$ cat src/rtl/msrp_pkg.sv
`timescale 1ns / 1ps
// ----------------------------------------------------------------------------
// msrp_pkg
// Shared constants, result beat type and CRC-16/Modbus byte update.
// ----------------------------------------------------------------------------
package msrp_pkg;

   localparam logic [15:0] CRC_INIT   = 16'hFFFF;
   localparam logic [15:0] CRC_POLY   = 16'hA001;
   localparam logic [7:0]  ADDR_BYTE  = 8'h01;
   localparam logic [7:0]  FUNC_BYTE  = 8'h03;
   localparam logic [7:0]  COUNT_BYTE = 8'h02;

   typedef struct packed {
      logic [2:0]  next_position;
      logic        frame_accepted;
      logic [15:0] reading_tenths;
   } result_type;

   function automatic logic [15:0] crc16_update(input logic [15:0] crc,
                                                input logic [7:0]  data);
      logic [15:0] c;
      c = crc ^ {8'h00, data};
      for (int k = 0; k < 8; k++) begin
         c = c[0] ? ((c >> 1) ^ CRC_POLY) : (c >> 1);
      end
      return c;
   endfunction

endpackage

$ cat src/rtl/msrp_parser.sv
`timescale 1ns / 1ps
// ----------------------------------------------------------------------------
// msrp_parser
// Frame position tracker, running CRC and reading latch; one byte per beat.
// ----------------------------------------------------------------------------
module msrp_parser import msrp_pkg::*; (
   input  logic       clock,
   input  logic       reset,
   input  logic       beat,
   input  logic [7:0] rx_byte,
   output result_type result
);

   typedef enum logic [6:0] {
      POS_ADDR   = 7'b0000001,
      POS_FUNC   = 7'b0000010,
      POS_COUNT  = 7'b0000100,
      POS_VAL_HI = 7'b0001000,
      POS_VAL_LO = 7'b0010000,
      POS_CRC_LO = 7'b0100000,
      POS_CRC_HI = 7'b1000000
   } pos_type;

   pos_type     pos_ff, pos_in;
   logic [15:0] crc_ff, crc_in;
   logic [7:0]  value_high_ff, value_high_in;
   logic [7:0]  value_low_ff, value_low_in;
   logic [7:0]  crc_low_ff, crc_low_in;
   logic [15:0] reading_ff, reading_in;
   logic        accepted;
   logic [15:0] crc_next;
   logic [2:0]  pos_code;

   assign crc_next = crc16_update(crc_ff, rx_byte);

   always_comb begin
      pos_in        = pos_ff;
      crc_in        = crc_ff;
      value_high_in = value_high_ff;
      value_low_in  = value_low_ff;
      crc_low_in    = crc_low_ff;
      reading_in    = reading_ff;
      accepted      = 1'b0;
      unique case (pos_ff)
         POS_ADDR: begin
            if (rx_byte == ADDR_BYTE) begin
               crc_in = crc_next;
               pos_in = POS_FUNC;
            end else begin
               crc_in = CRC_INIT;
               pos_in = POS_ADDR;
            end
         end
         POS_FUNC: begin
            if (rx_byte == FUNC_BYTE) begin
               crc_in = crc_next;
               pos_in = POS_COUNT;
            end else begin
               crc_in = CRC_INIT;
               pos_in = POS_ADDR;
            end
         end
         POS_COUNT: begin
            if (rx_byte == COUNT_BYTE) begin
               crc_in = crc_next;
               pos_in = POS_VAL_HI;
            end else begin
               crc_in = CRC_INIT;
               pos_in = POS_ADDR;
            end
         end
         POS_VAL_HI: begin
            value_high_in = rx_byte;
            crc_in        = crc_next;
            pos_in        = POS_VAL_LO;
         end
         POS_VAL_LO: begin
            value_low_in = rx_byte;
            crc_in       = crc_next;
            pos_in       = POS_CRC_LO;
         end
         POS_CRC_LO: begin
            crc_low_in = rx_byte;
            pos_in     = POS_CRC_HI;
         end
         POS_CRC_HI: begin
            if (crc_ff == {rx_byte, crc_low_ff}) begin
               reading_in = {value_high_ff, value_low_ff};
               accepted   = 1'b1;
            end
            crc_in = CRC_INIT;
            pos_in = POS_ADDR;
         end
         default: begin
            crc_in = CRC_INIT;
            pos_in = POS_ADDR;
         end
      endcase
   end

   always_comb begin
      unique case (pos_in)
         POS_ADDR:   pos_code = 3'd0;
         POS_FUNC:   pos_code = 3'd1;
         POS_COUNT:  pos_code = 3'd2;
         POS_VAL_HI: pos_code = 3'd3;
         POS_VAL_LO: pos_code = 3'd4;
         POS_CRC_LO: pos_code = 3'd5;
         POS_CRC_HI: pos_code = 3'd6;
         default:    pos_code = 3'd0;
      endcase
   end

   assign result.next_position  = pos_code;
   assign result.frame_accepted = accepted;
   assign result.reading_tenths = reading_in;

   always_ff @(posedge clock) begin
      if (reset) begin
         pos_ff     <= POS_ADDR;
         crc_ff     <= CRC_INIT;
         reading_ff <= 16'h0000;
      end else if (beat) begin
         pos_ff     <= pos_in;
         crc_ff     <= crc_in;
         reading_ff <= reading_in;
      end
   end

   always_ff @(posedge clock) begin
      if (beat) begin
         value_high_ff <= value_high_in;
         value_low_ff  <= value_low_in;
         crc_low_ff    <= crc_low_in;
      end
   end

endmodule

$ cat src/rtl/modbus_sensor_reply_parser_core.sv
`timescale 1ns / 1ps
// ----------------------------------------------------------------------------
// modbus_sensor_reply_parser_core
// Recognizes a 7-byte Modbus RTU read reply in a received byte stream.
// ----------------------------------------------------------------------------
// usage
//   req channel: one received serial byte per beat on req_rx_byte.
//   rsp channel: one result beat per request beat, in order, carrying the
//   next frame position, a flag for a frame completed with matching CRC,
//   and the last accepted reading in raw tenths.
//   output: each result is registered in the output register, or in the skid register.
//   throughput: one byte per cycle while req_ready is high; the update of
//   position/CRC is one combinational step from parser state to output register.
//   stalls: an output register plus a skid register sit on the rsp side,
//   so one more byte is taken while a result waits; req_ready drops only
//   when both hold results.
//   reset: synchronous; position returns to start, CRC to 0xFFFF, reading
//   to zero and both output stages empty.
// ----------------------------------------------------------------------------
module modbus_sensor_reply_parser_core import msrp_pkg::*; (
   input  logic        clock,
   input  logic        reset,
   input  logic        req_valid,
   output logic        req_ready,
   input  logic [7:0]  req_rx_byte,
   output logic        rsp_valid,
   input  logic        rsp_ready,
   output logic [2:0]  rsp_next_position,
   output logic        rsp_frame_accepted,
   output logic [15:0] rsp_reading_tenths
);

   result_type new_result;
   result_type out_ff, skid_ff;
   logic       out_valid_ff, skid_valid_ff;
   logic       fire_in, fire_out;

   assign req_ready = ~skid_valid_ff;
   assign fire_in   = req_valid & req_ready;
   assign fire_out  = out_valid_ff & rsp_ready;

   msrp_parser u_parser (
      .clock   (clock),
      .reset   (reset),
      .beat    (fire_in),
      .rx_byte (req_rx_byte),
      .result  (new_result)
   );

   always_ff @(posedge clock) begin
      if (reset) begin
         out_valid_ff  <= 1'b0;
         skid_valid_ff <= 1'b0;
      end else if (!out_valid_ff || fire_out) begin
         out_valid_ff  <= skid_valid_ff | fire_in;
         skid_valid_ff <= 1'b0;
      end else if (fire_in) begin
         skid_valid_ff <= 1'b1;
      end
   end

   always_ff @(posedge clock) begin
      if (!out_valid_ff || fire_out) begin
         out_ff <= skid_valid_ff ? skid_ff : new_result;
      end else if (fire_in) begin
         skid_ff <= new_result;
      end
   end

   assign rsp_valid          = out_valid_ff;
   assign rsp_next_position  = out_ff.next_position;
   assign rsp_frame_accepted = out_ff.frame_accepted;
   assign rsp_reading_tenths = out_ff.reading_tenths;

endmodule
$ cat config.mk
export PLATFORM = sky130hd
export DESIGN_NAME = modbus_sensor_reply_parser_core
export DESIGN_NICKNAME = d
export VERILOG_FILES = /design/src/rtl/msrp_pkg.sv /design/src/rtl/msrp_parser.sv /design/src/rtl/modbus_sensor_reply_parser_core.sv
export SDC_FILE = /design/constraint.sdc
export NUM_CORES = 1
export LEC_CHECK = 0
export BUFFER_PORTS_ARGS = -buffer_cell sky130_fd_sc_hd__buf_4
export CAP_MARGIN = 10
export CORE_MARGIN = 2
export CORE_UTILIZATION = 54
export CTS_CLUSTER_DIAMETER = 30
export DETAILED_ROUTE_END_ITERATION = 8
export PLACE_DENSITY = 0.76
export SLEW_MARGIN = 20
export SYNTH_ARGS = -nofsm -noshare
export SYNTH_HDL_FRONTEND = slang
export SYNTH_SLANG_ARGS = --single-unit
export TNS_END_PERCENT = 50
$ cat constraint.sdc
create_clock -name clock -period 2.2 [get_ports clock]
set_input_delay 0 -clock clock [delete_from_list [all_inputs] [get_ports clock]]
set_output_delay 0 -clock clock [all_outputs]
set_load 0.01 [all_outputs]
==> results of run 1 <==
==> through the flow <==
stage          instances  area [um2]   util  hold WS (ps)  setup WS (ps)
3_5_place_dp         496        5170  0.623           256          -52.0
4_1_cts              523        5480  0.661          17.3          -34.8
3_3_place_gp         496        5170  0.623           266          -16.7
6_report             527        5580  0.673          34.5          -20.1
2_1_floorplan        346        4660      -          98.9           31.7
5_1_grt              527        5580  0.673          9.69          -92.8
==> final cells by class <==
type,instances,area (um2)
Clock buffer,10,128
Tap cell,105,131
Fill cell,589,2720
Multi-Input combinational cell,223,1880
Clock inverter,6,61.3
Sequential cell,105,2750
Inverter,1,3.75
Timing Repair Buffer,77,634
==> Yosys cell counts, types with 3 or more instances <==
cell type	instances
edfxtp_1	64
dfxtp_1	41
nor2_1	38
xor2_1	23
mux2_4	18
mux2_2	16
mux2i_1	16
o22a_1	14
xnor2_1	13
clkbuf_1	10
nand2_1	10
a21oi_1	7
nor4_1	6
o21ai_0	6
nand3_1	4
nor3_1	4
nor3b_1	4
and2_1	3
buf_2	3
nand4b_1	3
==> sequential cells by signal (all words and copies together) (netlist names), 7 cells and up <==
register,cells
u_parser.pos_ff,7
u_parser.reading_ff,16
u_parser.crc_ff,16
rsp_reading_tenths,16
u_parser.value_low_ff,8
skid_ff,20
u_parser.crc_low_ff,8
u_parser.value_high_ff,8
==> layer usage <==
metal  global-route usage  wire length, um
met2                0.351             4750
met5                    0                0
met1                0.243             3950
met4               0.0509               93
met3               0.0470              401
==> worst max-delay path, stage by stage (launching register included) <==
cell and delay (ps):
edfxtp_1 430, xnor2_2 200, nand4_1 180, nor4b_4 320, nand2_4 120, clkbuf_16 190
mux2_4 300, mux2_4 250
==> where the power goes <==
part	leakage [nW]	total, mW	internal, mW	switching, mW
Clock	0.0926	1.14	0.442	0.693
Sequential	0.950	2.14	2.12	0.0189
Combinational	1.21	0.335	0.163	0.172
==> worst paths after layout <==
path | startpoint | slack (ps) | end | cells after the start
setup / recovery | u_parser.crc_low_ff[5] | -20 | rsp_reading_tenths[7] | 7
hold / removal | req_rx_byte[0] | 30 | u_parser.value_low_ff[0] | 2
setup reg to reg | u_parser.crc_low_ff[5] | -20 | rsp_reading_tenths[7] | 7
hold reg to reg | u_parser.reading_ff[12] | 500 | u_parser.reading_ff[12] | 2
==> repair_timing <==
action | 4_1_cts | 5_1_grt
endpoints found under the hold margin | 40 | 0
pin swaps | 2 | 3
gates resized for setup | 1 | 11
setup buffers | 2 | 3
cloned | 0 | 1
setup endpoints to repair | 16 | 31
hold buffers | 9 | 0
==> kinds of logic (layout without fill, tap and decap cells) <==
group           after synthesis  in the layout  synth area share
simple gates                 94             94             0.117
xor+xnor                     39             39            0.0812
flops                       105            105             0.590
compound gates               40             40            0.0616
buf+inv                      18             94            0.0194
mux                          50             50             0.131
==> impl_metrics.toml, run 1 <==
[cts]
h-tree-depth = 3
cts_buffer_depth = 2
cts_sinks = 105
cts_made_buffers = 9
path_clk_slew_ps = 110
clk_latency_ps = 370
ctsRootBufferMaster = "clkbuf_8"
cts_tree = "built"

[power]
cellPowerDensity_nw_per_um2 = 646
p_leak_nw = 2.26
power_mw = 3.61
ir_worst_vdd_v = 0.000429

[place]
port_buffers = 33
dp.final_hpwl_um = 6160
routabilityCongestion = 0.866

[detailed_routing]
routed_wirelength_um = 9200
drtIter0Drc = 159
drc = 0
vias = 2927
drtAntennaViolNets = 0
dr.pass1.iters = 4
vias_per_cell = 5.55
wl_per_cell_um = 17.5

[synthesis]
synth_nets = 358
synth_seq_area_share = 0.590
synthArstFlopShare = 0
synth.avg_cell_area_um2 = 13.4
netlist_top_cells_area = "edfxtp_1 (41%), dfxtp_1 (18%), mux2_4 (5.8%), xor2_1 (4.3%), mux2_2 (3.9%)"
yosys_warnings = 0
synth_top_area_share = 0.413
yosysTopAreaCell = "edfxtp_1"
synth_area_um2 = 4650
netlist_instances = 346
synth-seq-cells = 105
synthFlopType = "edfxtp_1"
synthDistinctLibCells = 51
synth_enable_flop_cells = 64

[layout]
mostFrequentLayoutCell = "buf_4"
nets = 429
drive_above_1_share = 0.332
diodes = 0
mostFrequentLayoutCells = "buf_4 (65), edfxtp_1 (64), dfxtp_1 (39)"
area_delta_synth_final_pct = 20.0

[worst_setup_path]
end_kind = "register"
crit_type = "register to register"
worstPathArrival_ps = 2350
worstPathMaxFanout = 8
critPathLaunchType = "register"
critical_path_required_ps = 2330

[floorplan]
dieHeight_um = 96.8
initial_core_util = 0.560
dieWidth_um = 96.8
die_area_um2 = 9370
num_io_pins = 34
core_area_um2 = 8300
rows = 33

[min_path]
hold_path_class = "input pin to register"

[timing]
hold_viol_final = 0
post-route-min-period_ps = 2220
clock_skew_ps = 10.7
final.setup.worst_slack_ps = -20.1
slew_headroom = 0.437
rsz0062_at_grt = "true"
post-route-period-util = 1.01
finalMaxSlewViolations = 0
worst_pin_slew_ps = 837
setup_tns_ps = -186
setup_viol = 16
max_freq_mhz = 450

[grt]
grt_overflow_total = 0
grt_pass1_wl_um = 14800
antenna_found_initial = 0
grt_pass1_vias = 2974
grt_use_total = 0.198
grt_max_degree = 27

[run_status]
failed_checks = "negative setup slack"
status = "finished with violations"

[run]
maxCapViolCount = 0
(Power assumes the default switching activity.)
==> run 2: changes to the inputs <==
--- a/config.mk
+++ b/config.mk
@@ -11,6 +11,7 @@
 export CORE_UTILIZATION = 54
 export CTS_CLUSTER_DIAMETER = 30
 export DETAILED_ROUTE_END_ITERATION = 8
+export MAX_ROUTING_LAYER = met4
 export PLACE_DENSITY = 0.76
 export SLEW_MARGIN = 20
 export SYNTH_ARGS = -nofsm -noshare
==> run 2 against run 1 <==
  * Critical endpoint is now rsp_reading_tenths[8]
  * First-iteration DRC count shrank 11%
  * Setup slack lost 16 ps
  * Clock power is essentially flat
  * Routed wire length grew 0.68%
  * The flow still finishes with violations (negative setup slack)
  * Register-to-register slack lost 20 ps
  * Largest cell class unchanged
  * Sequential power is essentially flat
  * Total power shrank 0.65%
==> impl_metrics.toml, run 2 (synthesis gave the netlist of run 1 again) <==
[detailed_routing]
drtIter0Drc = 142
drtAntennaViolNets = 0
top_layer_used = "met4"
met3WireLength_um = 422
dr_wl_met2_um = 4630
vias = 2968
wl_per_cell_um = 17.7
vias_per_cell = 5.66
drc = 0
routed_wirelength_um = 9260
dr.pass1.iters = 4
wl_met1_um = 4020

[layout]
area_delta_synth_final_pct = 18.7
largest_register_ff_count = 20
drive_above_1_share = 0.320
nets = 427
mostFrequentLayoutCells = "buf_4 (65), edfxtp_1 (64), dfxtp_1 (40)"
mostFrequentLayoutCell = "buf_4"
final_area_um2 = 5520
diodes = 0
fillers = 605
top_register = "skid_ff"
utilization = 0.665
final_cells = 524

[place]
dp_cells = 496
place_ws_ps = -86.7
dp.final_hpwl_um = 6350
routabilityCongestion = 0.855
place_area_um2 = 5170
port_buffers = 33

[timing]
hold_viol_final = 0
final.setup.worst_slack_ps = -36.3
worst_pin_slew_ps = 767
rsz0062_at_grt = "true"
slew_headroom = 0.484
clock_skew_ps = 11.0
setup_viol = 16
finalMaxSlewViolations = 0
post-route-period-util = 1.02
max_freq_mhz = 447
post-route-min-period_ps = 2240

[cts]
h-tree-depth = 3
path_clk_slew_ps = 100
cts_sinks = 105
clk_latency_ps = 380
cts_tree = "built"
cts_made_buffers = 9
ctsRootBufferMaster = "clkbuf_8"
cts_buffer_depth = 2

[power]
p_comb_frac = 0.093
share_seq_of_total_power = 0.596
p_clk_frac = 0.310
intPower_mw = 2.73
cellPowerDensity_nw_per_um2 = 650
p_leak_nw = 2.22
power.switching_uw = 858
swShare = 0.239
ir_worst_vdd_v = 0.000333

[grt]
grt_use_total = 0.207
antenna_found_initial = 0
grt_pass1_wl_um = 15000
grt_pass1_vias = 2999
grt_max_degree = 27
grt_overflow_total = 0

[floorplan]
dieWidth_um = 96.8
core_area_um2 = 8300
initial_core_util = 0.560
dieHeight_um = 96.8
rows = 33
num_io_pins = 34
die_area_um2 = 9370

[worst_setup_path]
r2r-start = "u_parser.crc_low_ff[3]"
worstPathMaxFanout = 17
end_kind = "register"
worst_path_most_repeated_cell = "mux2_4"
critical_path_required_ps = 2340
startpoint = "u_parser.crc_low_ff[3]"
critPathLaunchType = "register"
critPathMaxStageDelay_ps = 400
reg2reg_slack_ps = -40
crit_path_end = "rsp_reading_tenths[8]"
cp_slowest_cell = "edfxtp_1"
r2r_end = "rsp_reading_tenths[8]"
cp_cell_sequence = "xor2_1 -> nor4_1 -> and4_4 -> nand2_4 -> buf_12 -> mux2_4 -> mux2_4"
crit_type = "register to register"
r2r_cells = 7
worstPathArrival_ps = 2370

[run_status]
status = "finished with violations"
failed_checks = "negative setup slack"

[run]
maxCapViolCount = 0

[min_path]
hold_path_class = "input pin to register"
==> run 2: cell count changes in the layout (fill, tap and decap cells not counted), sizes merged <==
cell	before	now
clkinvlp	1	2
clkbuf	11	10
buf	67	66
inv	5	3
==> run 2: routing by layer <==
layer,up-vias,global-route usage
li1,1412,-
met1,1451,0.250
met3,21,0.0390
met2,84,0.348
met5,-,-
met4,0,0.0769
==> run 2: worst min path at each step <==
stage                              start                  endpoint  slack, ps  depth (start not counted)
after global placement    req_rx_byte[5]  u_parser.value_low_ff[5]        260                          1
after detailed placement  req_rx_byte[5]  u_parser.value_low_ff[5]        260                          1
final                     req_rx_byte[0]  u_parser.value_low_ff[0]         20                          2
after CTS                 req_rx_byte[0]  u_parser.value_low_ff[0]         20                          2
after floorplan           req_rx_byte[0]    u_parser.crc_low_ff[0]        100                          0
after global routing      req_rx_byte[0]  u_parser.value_low_ff[0]         30                          2
==> run 2: area by class of cell <==
class | count | area, um2 | area share
Timing Repair Buffer | 75 | 598 | 0.108
Clock inverter | 5 | 40.0 | 0.00725
Clock buffer | 10 | 138 | 0.0249
Tap cell | 105 | 131 | 0.0238
Sequential cell | 105 | 2740 | 0.497
Multi-Input combinational cell | 223 | 1860 | 0.338
Inverter | 1 | 3.75 | 0.000680
==> run 2: worst max-delay path, delay by kind of cell, from the launching register on <==
kind,cells,cell delay [ps]
xor gates and xnor gates,1,170
buffers and inverters,1,170
DFF,1,400
and+or+nand+nor,3,690
muxes,2,570
==> run 2: what timing repair did <==
item / in CTS / in global routing
endpoints found under the setup margin: 16 / 30
hold buffers: 9 / 0
resized for setup: 3 / 5
endpoints found under the hold margin: 37 / 0
pin swaps: 3 / 5
buffers inserted: 2 / 2
==> run 2: through the flow <==
| stage | hold WS (ps) | TNS, ps | total power [mW] |
|---|---|---|---|
| detailed placement | 263 | -1110 | 2.50 |
| finish | 21.3 | -284 | 3.58 |
| CTS | 17.2 | -1.85 | 3.59 |
| floorplan | 98.9 | 0 | 2.38 |
| global route | 33.3 | -998 | 3.70 |
| global placement | 260 | -53.2 | 2.49 |
==> run 2: power groups by stage <==
stage	registers (mW)	logic (mW)	clock network, mW
floorplan	2.19	0.183	0
global placement	2.18	0.311	0
detailed placement	2.18	0.318	0
CTS	2.14	0.332	1.12
global route	2.14	0.362	1.19
finish	2.14	0.335	1.11
